===== config.mk =====
export PLATFORM = sky130hd
export DESIGN_NAME = websocket_frame_encoder
export DESIGN_NICKNAME = d
export VERILOG_FILES = /design/src/rtl/core/wfe_pkg.sv /design/src/rtl/core/wfe_front.sv /design/src/rtl/core/wfe_queue.sv /design/src/rtl/core/wfe_back.sv /design/src/rtl/core/websocket_frame_encoder.sv
export SDC_FILE = /design/constraint.sdc
export NUM_CORES = 1
export LEC_CHECK = 0
export BUFFER_PORTS_ARGS = -buffer_cell sky130_fd_sc_hd__buf_4
export CAP_MARGIN = 20
export CORE_MARGIN = 8
export CORE_UTILIZATION = 56
export CTS_BUF_LIST = sky130_fd_sc_hd__clkbuf_4 sky130_fd_sc_hd__clkbuf_8
export CTS_CLUSTER_DIAMETER = 50
export CTS_CLUSTER_SIZE = 8
export DETAILED_ROUTE_END_ITERATION = 8
export PLACE_DENSITY = 0.85
export SYNTH_ARGS = -nofsm -noshare
export SYNTH_HDL_FRONTEND = slang
export SYNTH_SLANG_ARGS = --single-unit

===== constraint.sdc =====
create_clock -name aclk -period 3.6 [get_ports aclk]
set_input_delay 0.54 -clock aclk [delete_from_list [all_inputs] [get_ports aclk]]
set_output_delay 0.54 -clock aclk [all_outputs]
set_load 0.005 [all_outputs]

===== src/rtl/core/wfe_pkg.sv =====
// Shared types, constants and helpers for the WebSocket frame encoder.
package wfe_pkg;

    // Frame header constants
    localparam logic [7:0]  FIN_BIT     = 8'h80;
    localparam logic [7:0]  MASK_BIT    = 8'h80;
    localparam logic [6:0]  LEN16_CODE  = 7'd126;
    localparam logic [6:0]  LEN64_CODE  = 7'd127;
    localparam logic [31:0] LEN7_MAX    = 32'd125;
    localparam logic [31:0] LEN16_MAX   = 32'd65535;
    localparam logic [31:0] KEY_RESET   = 32'h12345678;

    // Header sizes: byte index into a header run
    localparam int          HDR_MAX_BYTES = 14;
    localparam int          IDX_W         = $clog2(HDR_MAX_BYTES);
    localparam logic [IDX_W-1:0] KEY_BASE_SHORT = IDX_W'(2);
    localparam logic [IDX_W-1:0] KEY_BASE_LEN16 = IDX_W'(4);
    localparam logic [IDX_W-1:0] KEY_BASE_LEN64 = IDX_W'(10);
    localparam logic [IDX_W-1:0] KEY_BYTES      = IDX_W'(4);

    // Depth of the request queue between front and back
    localparam int          QUEUE_DEPTH_DEF = 4;

    // Kind of a queued request
    typedef enum logic [1:0] {
        KIND_PAYLOAD = 2'd0,
        KIND_REFUSE  = 2'd1,
        KIND_HEADER  = 2'd2
    } kind_t;

    // Length encoding of a header
    typedef enum logic [1:0] {
        LEN_SHORT = 2'd0,
        LEN_16    = 2'd1,
        LEN_64    = 2'd2
    } len_class_t;

    // One classified request, passed from front to back
    typedef struct packed {
        kind_t       kind;
        logic [7:0]  data;       // masked payload byte
        logic        last;       // payload byte ends the frame
        logic [3:0]  opcode;
        logic [31:0] length;
        logic        client;
        len_class_t  len_class;
    } desc_t;

    // Key byte 0 sits in the most significant byte
    function automatic logic [7:0] key_byte(input logic [31:0] key, input logic [1:0] pos);
        logic [7:0] b;
        case (pos)
            2'd0:    b = key[31:24];
            2'd1:    b = key[23:16];
            2'd2:    b = key[15:8];
            default: b = key[7:0];
        endcase
        return b;
    endfunction

endpackage


===== src/rtl/core/wfe_front.sv =====
// Front part: accepts requests, tracks masking state and classifies headers.
module wfe_front (
    input  logic                aclk,
    input  logic                aresetn,
    input  logic [31:0]         key_word,
    input  logic                in_valid,
    input  logic                in_command,
    input  logic [3:0]          in_opcode,
    input  logic [31:0]         in_length,
    input  logic                in_client,
    input  logic                in_link_open,
    input  logic [7:0]          in_byte,
    input  logic                in_last,
    output logic                in_ready,
    input  logic                q_full,
    output logic                q_push,
    output wfe_pkg::desc_t      q_desc
);
    import wfe_pkg::*;

    logic       masking_on_reg, masking_on_next;
    logic [1:0] key_pos_reg, key_pos_next;
    logic [7:0] key_mask;

    assign in_ready = !q_full;
    assign q_push   = in_valid && !q_full;
    assign key_mask = masking_on_reg ? key_byte(key_word, key_pos_reg) : 8'h00;

    // Classify the request and build the queue entry
    always_comb begin
        q_desc          = '0;
        q_desc.data     = in_byte ^ key_mask;
        q_desc.last     = in_last;
        q_desc.opcode   = in_opcode;
        q_desc.length   = in_length;
        q_desc.client   = in_client;
        if (in_length <= LEN7_MAX) begin
            q_desc.len_class = LEN_SHORT;
        end else if (in_length <= LEN16_MAX) begin
            q_desc.len_class = LEN_16;
        end else begin
            q_desc.len_class = LEN_64;
        end
        if (in_command) begin
            q_desc.kind = KIND_PAYLOAD;
        end else if (!in_link_open) begin
            q_desc.kind = KIND_REFUSE;
        end else begin
            q_desc.kind = KIND_HEADER;
        end
    end

    // Advance masking state on each accepted request
    always_comb begin
        masking_on_next = masking_on_reg;
        key_pos_next    = key_pos_reg;
        if (q_push) begin
            if (in_command) begin
                key_pos_next = in_last ? 2'd0 : key_pos_reg + 2'd1;
            end else begin
                masking_on_next = in_link_open && in_client;
                key_pos_next    = 2'd0;
            end
        end
    end

    always_ff @(posedge aclk) begin
        if (!aresetn) begin
            masking_on_reg <= 1'b0;
            key_pos_reg    <= 2'd0;
        end else begin
            masking_on_reg <= masking_on_next;
            key_pos_reg    <= key_pos_next;
        end
    end

endmodule


===== src/rtl/core/wfe_queue.sv =====
// Request queue between the front and back parts.
module wfe_queue #(
    parameter int DEPTH = wfe_pkg::QUEUE_DEPTH_DEF
) (
    input  logic            aclk,
    input  logic            aresetn,
    input  logic            push,
    input  wfe_pkg::desc_t  push_desc,
    output logic            full,
    input  logic            pop,
    output logic            head_valid,
    output wfe_pkg::desc_t  head_desc
);
    import wfe_pkg::*;

    localparam int PTR_W = $clog2(DEPTH);
    localparam int CNT_W = $clog2(DEPTH + 1);
    localparam logic [PTR_W-1:0] PTR_MAX = PTR_W'(DEPTH - 1);
    localparam logic [CNT_W-1:0] CNT_MAX = CNT_W'(DEPTH);

    desc_t             mem [DEPTH];
    logic [PTR_W-1:0]  wr_ptr_reg, wr_ptr_next;
    logic [PTR_W-1:0]  rd_ptr_reg, rd_ptr_next;
    logic [CNT_W-1:0]  count_reg, count_next;
    logic              do_push, do_pop;

    assign full       = (count_reg == CNT_MAX);
    assign head_valid = (count_reg != '0);
    assign head_desc  = mem[rd_ptr_reg];
    assign do_push    = push && !full;
    assign do_pop     = pop && head_valid;

    // Advance pointers and occupancy
    always_comb begin
        wr_ptr_next = wr_ptr_reg;
        rd_ptr_next = rd_ptr_reg;
        count_next  = count_reg;
        if (do_push) begin
            wr_ptr_next = (wr_ptr_reg == PTR_MAX) ? '0 : wr_ptr_reg + PTR_W'(1);
        end
        if (do_pop) begin
            rd_ptr_next = (rd_ptr_reg == PTR_MAX) ? '0 : rd_ptr_reg + PTR_W'(1);
        end
        if (do_push && !do_pop) begin
            count_next = count_reg + CNT_W'(1);
        end else if (do_pop && !do_push) begin
            count_next = count_reg - CNT_W'(1);
        end
    end

    always_ff @(posedge aclk) begin
        if (!aresetn) begin
            wr_ptr_reg <= '0;
            rd_ptr_reg <= '0;
            count_reg  <= '0;
        end else begin
            wr_ptr_reg <= wr_ptr_next;
            rd_ptr_reg <= rd_ptr_next;
            count_reg  <= count_next;
        end
    end

    // Store entries
    always_ff @(posedge aclk) begin
        if (do_push) begin
            mem[wr_ptr_reg] <= push_desc;
        end
    end

endmodule


===== src/rtl/core/wfe_back.sv =====
// Back part: expands queued requests into output bytes, one per cycle while out_ready is high.
module wfe_back (
    input  logic            aclk,
    input  logic            aresetn,
    input  logic [31:0]     key_word,
    input  logic            head_valid,
    input  wfe_pkg::desc_t  head_desc,
    output logic            pop,
    output logic            out_valid,
    input  logic            out_ready,
    output logic [7:0]      out_byte,
    output logic            out_run_last,
    output logic            out_frame_end,
    output logic            out_refused
);
    import wfe_pkg::*;

    logic [IDX_W-1:0] idx_reg, idx_next;
    logic [IDX_W-1:0] key_base, n_bytes, key_idx;
    logic [7:0]       len_code, hdr_byte;
    logic [7:0]       byte_c;
    logic             last_c, fend_c, refd_c;
    logic             load;
    logic             valid_reg, valid_next;
    logic [7:0]       byte_reg;
    logic             last_reg, fend_reg, refd_reg;

    // Header layout for the head request
    always_comb begin
        case (head_desc.len_class)
            LEN_SHORT: begin
                key_base = KEY_BASE_SHORT;
                len_code = {1'b0, head_desc.length[6:0]};
            end
            LEN_16: begin
                key_base = KEY_BASE_LEN16;
                len_code = {1'b0, LEN16_CODE};
            end
            default: begin
                key_base = KEY_BASE_LEN64;
                len_code = {1'b0, LEN64_CODE};
            end
        endcase
        n_bytes = head_desc.client ? key_base + KEY_BYTES : key_base;
        key_idx = idx_reg - key_base;
    end

    // Select the header byte at the current index
    always_comb begin
        hdr_byte = 8'h00;
        if (idx_reg >= key_base) begin
            hdr_byte = key_byte(key_word, key_idx[1:0]);
        end else if (idx_reg == IDX_W'(0)) begin
            hdr_byte = FIN_BIT | {4'h0, head_desc.opcode};
        end else if (idx_reg == IDX_W'(1)) begin
            hdr_byte = len_code | (head_desc.client ? MASK_BIT : 8'h00);
        end else if (head_desc.len_class == LEN_16) begin
            hdr_byte = (idx_reg == IDX_W'(2)) ? head_desc.length[15:8]
                                              : head_desc.length[7:0];
        end else begin
            case (idx_reg)
                IDX_W'(6): hdr_byte = head_desc.length[31:24];
                IDX_W'(7): hdr_byte = head_desc.length[23:16];
                IDX_W'(8): hdr_byte = head_desc.length[15:8];
                IDX_W'(9): hdr_byte = head_desc.length[7:0];
                default:   hdr_byte = 8'h00;
            endcase
        end
    end

    // Result fields for the head request
    always_comb begin
        case (head_desc.kind)
            KIND_PAYLOAD: begin
                byte_c = head_desc.data;
                last_c = 1'b1;
                fend_c = head_desc.last;
                refd_c = 1'b0;
            end
            KIND_REFUSE: begin
                byte_c = 8'h00;
                last_c = 1'b1;
                fend_c = 1'b0;
                refd_c = 1'b1;
            end
            KIND_HEADER: begin
                byte_c = hdr_byte;
                last_c = (idx_reg == n_bytes - IDX_W'(1));
                fend_c = 1'b0;
                refd_c = 1'b0;
            end
            default: begin
                byte_c = 8'h00;
                last_c = 1'b1;
                fend_c = 1'b0;
                refd_c = 1'b0;
            end
        endcase
    end

    // Load the output register when it is empty or being drained
    assign load = head_valid && (!valid_reg || out_ready);
    assign pop  = load && last_c;

    always_comb begin
        valid_next = valid_reg;
        idx_next   = idx_reg;
        if (load) begin
            valid_next = 1'b1;
            idx_next   = last_c ? '0 : idx_reg + IDX_W'(1);
        end else if (out_ready) begin
            valid_next = 1'b0;
        end
    end

    always_ff @(posedge aclk) begin
        if (!aresetn) begin
            valid_reg <= 1'b0;
            idx_reg   <= '0;
        end else begin
            valid_reg <= valid_next;
            idx_reg   <= idx_next;
        end
    end

    // Hold result payload
    always_ff @(posedge aclk) begin
        if (load) begin
            byte_reg <= byte_c;
            last_reg <= last_c;
            fend_reg <= fend_c;
            refd_reg <= refd_c;
        end
    end

    assign out_valid     = valid_reg;
    assign out_byte      = byte_reg;
    assign out_run_last  = last_reg;
    assign out_frame_end = fend_reg;
    assign out_refused   = refd_reg;

endmodule


===== src/rtl/core/websocket_frame_encoder.sv =====
// Top level of the WebSocket frame encoder: mask key register, front, queue and back.
//
//  Channel   Direction  Handshake          Contents
//  s_*       in         s_tvalid/s_tready  command (tuser), header fields or payload byte
//  m_*       out        m_tvalid/m_tready  header byte, masked payload byte or refusal
//  cfg_*     in         cfg_we             mask key, written while idle
//
//  A payload byte or a refused header gives one output byte, one per cycle while m_tready is high.
//  A header gives 2 to 14 bytes, one per cycle from the back part's byte counter while m_tready is high.
//  The request queue lets the input side run ahead while a header is expanded.
//  Reset (aresetn low, synchronous) clears masking, key position, queue and output.
//  m_tready low holds the output register; requests are taken until the queue fills.
module websocket_frame_encoder #(
    parameter int QUEUE_DEPTH = wfe_pkg::QUEUE_DEPTH_DEF
) (
    input  logic        aclk,
    input  logic        aresetn,
    input  logic        cfg_we,
    input  logic [31:0] cfg_wdata,
    input  logic        s_tvalid,
    output logic        s_tready,
    // [3:0] opcode, [35:4] frame length, [36] client_role, [37] link_open,
    // [45:38] payload_byte, [47:46] zero
    input  logic [47:0] s_tdata,
    input  logic        s_tlast,    // payload_last
    input  logic        s_tuser,    // command
    output logic        m_tvalid,
    input  logic        m_tready,
    output logic [7:0]  m_tdata,    // out_byte
    output logic        m_tlast,    // run_last
    output logic [1:0]  m_tuser     // [0] frame_end, [1] refused
);
    import wfe_pkg::*;

    logic [31:0] key_word_reg, key_word_next;
    logic        q_full, q_push, q_pop, q_head_valid;
    desc_t       q_desc, q_head;
    logic        fend, refd;

    // Mask key register
    assign key_word_next = cfg_we ? cfg_wdata : key_word_reg;

    always_ff @(posedge aclk) begin
        if (!aresetn) begin
            key_word_reg <= KEY_RESET;
        end else begin
            key_word_reg <= key_word_next;
        end
    end

    wfe_front u_front (
        .aclk         (aclk),
        .aresetn      (aresetn),
        .key_word     (key_word_reg),
        .in_valid     (s_tvalid),
        .in_command   (s_tuser),
        .in_opcode    (s_tdata[3:0]),
        .in_length    (s_tdata[35:4]),
        .in_client    (s_tdata[36]),
        .in_link_open (s_tdata[37]),
        .in_byte      (s_tdata[45:38]),
        .in_last      (s_tlast),
        .in_ready     (s_tready),
        .q_full       (q_full),
        .q_push       (q_push),
        .q_desc       (q_desc)
    );

    wfe_queue #(
        .DEPTH (QUEUE_DEPTH)
    ) u_queue (
        .aclk       (aclk),
        .aresetn    (aresetn),
        .push       (q_push),
        .push_desc  (q_desc),
        .full       (q_full),
        .pop        (q_pop),
        .head_valid (q_head_valid),
        .head_desc  (q_head)
    );

    wfe_back u_back (
        .aclk          (aclk),
        .aresetn       (aresetn),
        .key_word      (key_word_reg),
        .head_valid    (q_head_valid),
        .head_desc     (q_head),
        .pop           (q_pop),
        .out_valid     (m_tvalid),
        .out_ready     (m_tready),
        .out_byte      (m_tdata),
        .out_run_last  (m_tlast),
        .out_frame_end (fend),
        .out_refused   (refd)
    );

    assign m_tuser = {refd, fend};

`ifndef SYNTHESIS
    // A refusal is a single zero byte
    assert property (@(posedge aclk) disable iff (!aresetn)
        m_tvalid && m_tuser[1] |-> m_tlast && (m_tdata == 8'h00))
        else $error("refused result is not a lone zero byte");

    // Frame end and refusal never share a result
    assert property (@(posedge aclk) disable iff (!aresetn)
        m_tvalid |-> !(m_tuser[0] && m_tuser[1]))
        else $error("frame end on a refused result");

    // A frame end byte is the only result of its request
    assert property (@(posedge aclk) disable iff (!aresetn)
        m_tvalid && m_tuser[0] |-> m_tlast)
        else $error("frame end byte not last of its run");

    // The front never offers a request to a full queue
    assert property (@(posedge aclk) disable iff (!aresetn)
        q_full |-> !s_tready && !q_push)
        else $error("push into a full queue");
`endif

endmodule


Yosys cells after proc, flatten, opt, wreduce, memory -nomap -nowiden
Memories as Yosys holds them, arrays and structs flattened. A register that Yosys moved wholly into a read port is not among the register bits.
Index checks and enable logic that the tools add are counted.

word-level totals
  bits of input ports = 87
  output and inout port bits = 13
  register bits = 58
  RAM bits = 200
  memories kept = 1

operators by class
  muxes and demuxes = 33
  add/sub/neg operators = 9
  magnitude comparators = 3
  reductions and logical operators = 22
  bitwise logic cells = 3
  eq/ne operators = 17

memory list
  memory       words  bits a word  read ports  clocked after Yosys merged registers in  write ports  line             source
  u_queue.mem  4      50           1           1                                        1            wfe_queue.sv:21  desc_t mem [DEPTH];

operator list
  cell                    count
  $mux W8                 7
  $pmux W8 S3             2
  $le A32 B16 Y1 const B  1
  $le A32 B7 Y1 const B   1
  $pmux W8 S4             1
  $mux W2                 10
  $pmux W8 S2             1
  $pmux W7 S2             1
  $eq A2 B2 Y1 const B    5
  $eq A2 B1 Y1 const B    4
  $eq A4 B3 Y1 const B    2
  $eq A4 B4 Y1 const B    2
  $logic_and A1 B1 Y1     8
  $logic_not A2 Y1        4
  $mux W4                 2
  $or A7 B8 Y8            1
  $pmux W4 S2             1
  $xor A8 B8 Y8           1
  $add A2 B1 Y2 const B   3
  $mux W1                 6
  $mux W3                 2
  $add A4 B1 Y4 const B   1
  $add A4 B3 Y4 const B   1
  $eq A4 B1 Y1 const B    1
  other kinds (15)        19

Depth between registers and ports, before layout
  word-level depth = 12
  gate-level depth with buffers = 18

Cells and area by module
From an unflattened synthesis, not the netlist that was laid out.

unflattened totals
  cell total of the unflattened synthesis = 722
  area, all modules = 11552.3 um2

by module, submodules not included
  module                   sequential area each (um2)  cells an instance  area each (um2)  times used
  wfe_queue                6185.9                      313                7753.7           1
  wfe_back                 430.4                       188                1662.8           1
  websocket_frame_encoder  640.6                       105                1217.4           1
  wfe_front                60.1                        116                918.4            1

Worst setup path after synthesis
No wires, ideal clock.

  path type = reg2reg
  from = register (tool-made name)
  to = register u_queue.count_reg[2]
  cell stages (with the launch flop) = 19
  data arrival time = 3.573 ns
  path slack = -0.044 ns
  period minus slack after synthesis = 3.644 ns
  path through = dfxtp_1 buf_6 mux4_2 nand2b_4 inv_2 ha_1 inv_1 ha_1 xor2_1 nand2_1 o311a_1 a21oi_2 inv_1 ha_1 inv_1 fa_1 xor2_1 or3_1 a21oi_1

RTL lines
  element                 line             source
  end signal: assignment  wfe_queue.sv:59  count_reg <= count_next;
  end: declaration        wfe_queue.sv:24  logic [CNT_W-1:0] count_reg, count_next;

==> flow_summary.ini <==
[run_status]
status = completed

[setup_path]
worst_ep_required_time_ps = 4040
cp.arrival_ps = 3980
reg2reg_slack_ps = 50
max_stage_delay_ps = 560
crit_family = adder cells
r2r-end = u_queue.count_reg[2]
cp_slowest_cell = mux4_2
end_kind = flop
crit_chain = mux4_2 > nand2b_4 > inv_4 > ha_4 > inv_2 > ha_4 > xor2_2 > nand2_1 > o311a_1 > a21oi_2 > inv_1 > ha_2 > inv_2 > fa_2 > xor2_1 > or3_1 > a21oi_2
rr_worst_depth = 17
start_kind = flop
crit_buf_inv = 4
path_max_fanout = 6
path_class = flop to flop

[place]
gp_congestion = 0.915
port_buffers = 97
dpl.cell_count = 1050
dp.final_hpwl_um = 17500

[layout]
diodes = 0
largest_register_ffs = 200
fin_nets = 929
finalNonFillerCells = 1112
finish.utilization = 0.651
drive_gt1_frac = 0.299
syn2layout_area_growth_pct = 15.3

[cts]
tritoncts = done
clk_pin_slew_ps = 70
clkLatencyLatePin_ps = 550
cts.root.buffer_cell = clkbuf_8
cts_made_buffers = 38
clock_path_buffers = 3
htree_levels = 2
cts_sinks = 260
cts_hold_buffers = 0

[detailed_routing]
final_antenna_net_count = 0
num_vias = 6811
wl_um = 25400
wl_per_cell_um = 22.8
drc = 0
drt_iter0_markers = 595
first_pass_iters = 5
via_per_inst = 6.13

[global_routing]
grt.met3_usage = 0.0464
grt_usage = 0.207
grt_util_met2 = 0.334
grt_start_max_net_pins = 35
grt_pass1_wl_um = 39000
grt_use_met1 = 0.272
grt_pass1_vias = 6974
top_usage_layer = met2
antenna_found_initial = 0
grt_overflow_total = 0

[synth]
yosys_warnings = 0
synth_top_family_by_area = multiplexers
synth_top_area_frac = 0.560
synth-edff-count = 211
synth_compound_area_frac = 0.0593
synth_fp_nets = 806
synth_seq_cells = 260
synth_area_leaders = edfxtp_1 (56%), dfxtp_1 (8.7%), mux4_2 (8.0%)
syn_avg_cell_area_um2 = 16.2
synth-xor-area-share = 0.0101
postSynthCellCount = 699
synth_top_area_cell = edfxtp_1
ys_seq_area_frac = 0.647
synthSimpleGateAreaFrac = 0.0728
yosys_most_used_dff = edfxtp_1
netlist_area_um2 = 11300
ys_async_sr_fraction = 0
synth_mux_area_frac = 0.156
synth_adder_area_share = 0.0228
synth_cell_types = 67

[die]
start_util = 0.564
die_y_um = 158
die_x_um = 158
ios = 100
core_region_area_um2 = 20000
fp-row-count = 52
die_area_um2 = 25000

[timing]
min_period_ps = 3550
setup_viol = 0
tightest_slew_ps = 1100
period_share = 0.985
max_freq_ghz = 0.282
slew_violations = 0
finClkSkew_ps = 50.6
maxSlewHeadroom = 0.267
hold_viol_final = 0
rsz0062_at_grt = true
hold_slack_ps = 204

[pwr]
p_comb_frac = 0.280
peakVddDrop_v = 0.000440
switchingPower_mw = 2.46
swShare = 0.294
intPower_mw = 5.91
pwr-share-clk = 0.268
seq_power_share = 0.452
power.density_nw_per_um2 = 642
p_leak_nw = 4.67

[worst_hold_path]
hold_path_class = input pin to flop
min_to = u_queue.mem[3][35]
min_from = s_tdata[0]
hold-path-cell-count = 1

[run]
max-cap-violations = 0
## cells in the mapped netlist (4+ instances only)
| cell | instances |
|---|---|
| clkbuf_1 | 12 |
| xor2_1 | 4 |
| buf_1 | 5 |
| inv_1 | 16 |
| a22oi_1 | 12 |
| buf_2 | 5 |
| nor4_1 | 7 |
| nor3_1 | 5 |
| nand3_1 | 9 |
| and3_1 | 7 |
| a21oi_1 | 17 |
| or3_1 | 7 |
| a21o_1 | 6 |
| clkbuf_8 | 4 |
| mux4_1 | 18 |
| mux2i_1 | 39 |
| xnor2_1 | 9 |
| mux4_2 | 40 |
| ha_1 | 19 |
| nor2b_1 | 7 |
| dfxtp_1 | 49 |
| edfxtp_1 | 211 |
| o21ai_0 | 17 |
| nand2_1 | 57 |
| a222oi_1 | 8 |
| nor2_1 | 37 |
| a31oi_1 | 6 |
| a311oi_1 | 5 |
## routing by layer
layer	up-vias	share of wire
met5	-	0
met4	0	0.030
met3	71	0.094
met2	347	0.48
met1	3375	0.40
li1	3018	-
## how the worst max path moves through the flow
stage	startpoint	endpoint	slack [ps]	cells past startpoint
final	flop	u_queue.count_reg[2]	50	17
after CTS	flop	u_queue.count_reg[2]	30	17
after detailed placement	flop	u_queue.count_reg[2]	-120	17
after global routing	flop	u_queue.count_reg[2]	-120	17
after global placement	flop	u_queue.count_reg[2]	20	17
after floorplan	flop	u_queue.count_reg[2]	4	18
## cell type report
type	count	area, µm²
clock buffer	58	679
multi-input combinational	384	3680
sequential	260	7320
clock inverter	2	23.8
inverter	17	66.3
fill	1391	7000
tap	270	338
timing repair buffer	121	933
## cell usage in the layout (no fill, tap or decap), drive strengths merged, types with 6 or more instances in the layout
cell,count
edfxtp,211
buf,121
mux4,58
clkbuf,58
nand2,57
dfxtp,49
mux2i,39
nor2,38
ha,19
o21ai,18
a21oi,18
inv,17
a22oi,14
nand3,9
xnor2,9
a222oi,8
nor2b,8
or3,7
nor4,7
a21o,7
and3,7
a31oi,6
## power groups by stage
| stage | sequential, mW | clock, mW | combinational (mW) |
|---|---|---|---|
| after floorplan | 3.77 | 0 | 1.64 |
| after global placement | 3.82 | 0 | 2.20 |
| after detailed placement | 3.84 | 0 | 2.26 |
| after CTS | 3.78 | 2.30 | 2.34 |
| after global routing | 3.81 | 2.44 | 2.51 |
| final | 3.78 | 2.25 | 2.34 |
## through the flow
stage	TNS [ps]	worst slack, ps	power, mW	instance area (µm²)
global route	-212	-115	8.76	13000
finish	0	52.4	8.37	13000
CTS	0	31.7	8.42	13000
detailed placement	-210	-119	6.11	12300
floorplan	0	3.82	5.41	11300
global placement	0	21.5	6.02	12300
## cell families (layout without fill, tap and decap cells)
kind of cell / count (synthesis) / after routing
xor gates and xnor gates: 13 / 13
muxes: 97 / 97
adders and majority gates: 20 / 20
buffers and inverters: 55 / 198
AOI/OAI and AO/OA: 93 / 93
DFF: 260 / 260
and+or+nand+nor: 161 / 161
## what timing repair did
item / CTS / global route
setup endpoints to repair: 2 / 2
resized for setup: 9 / 1
pin swaps: 9 / 5
cloned: 0 / 0
buffers inserted: 2 / 0
Power figures use the tool's default switching activity.
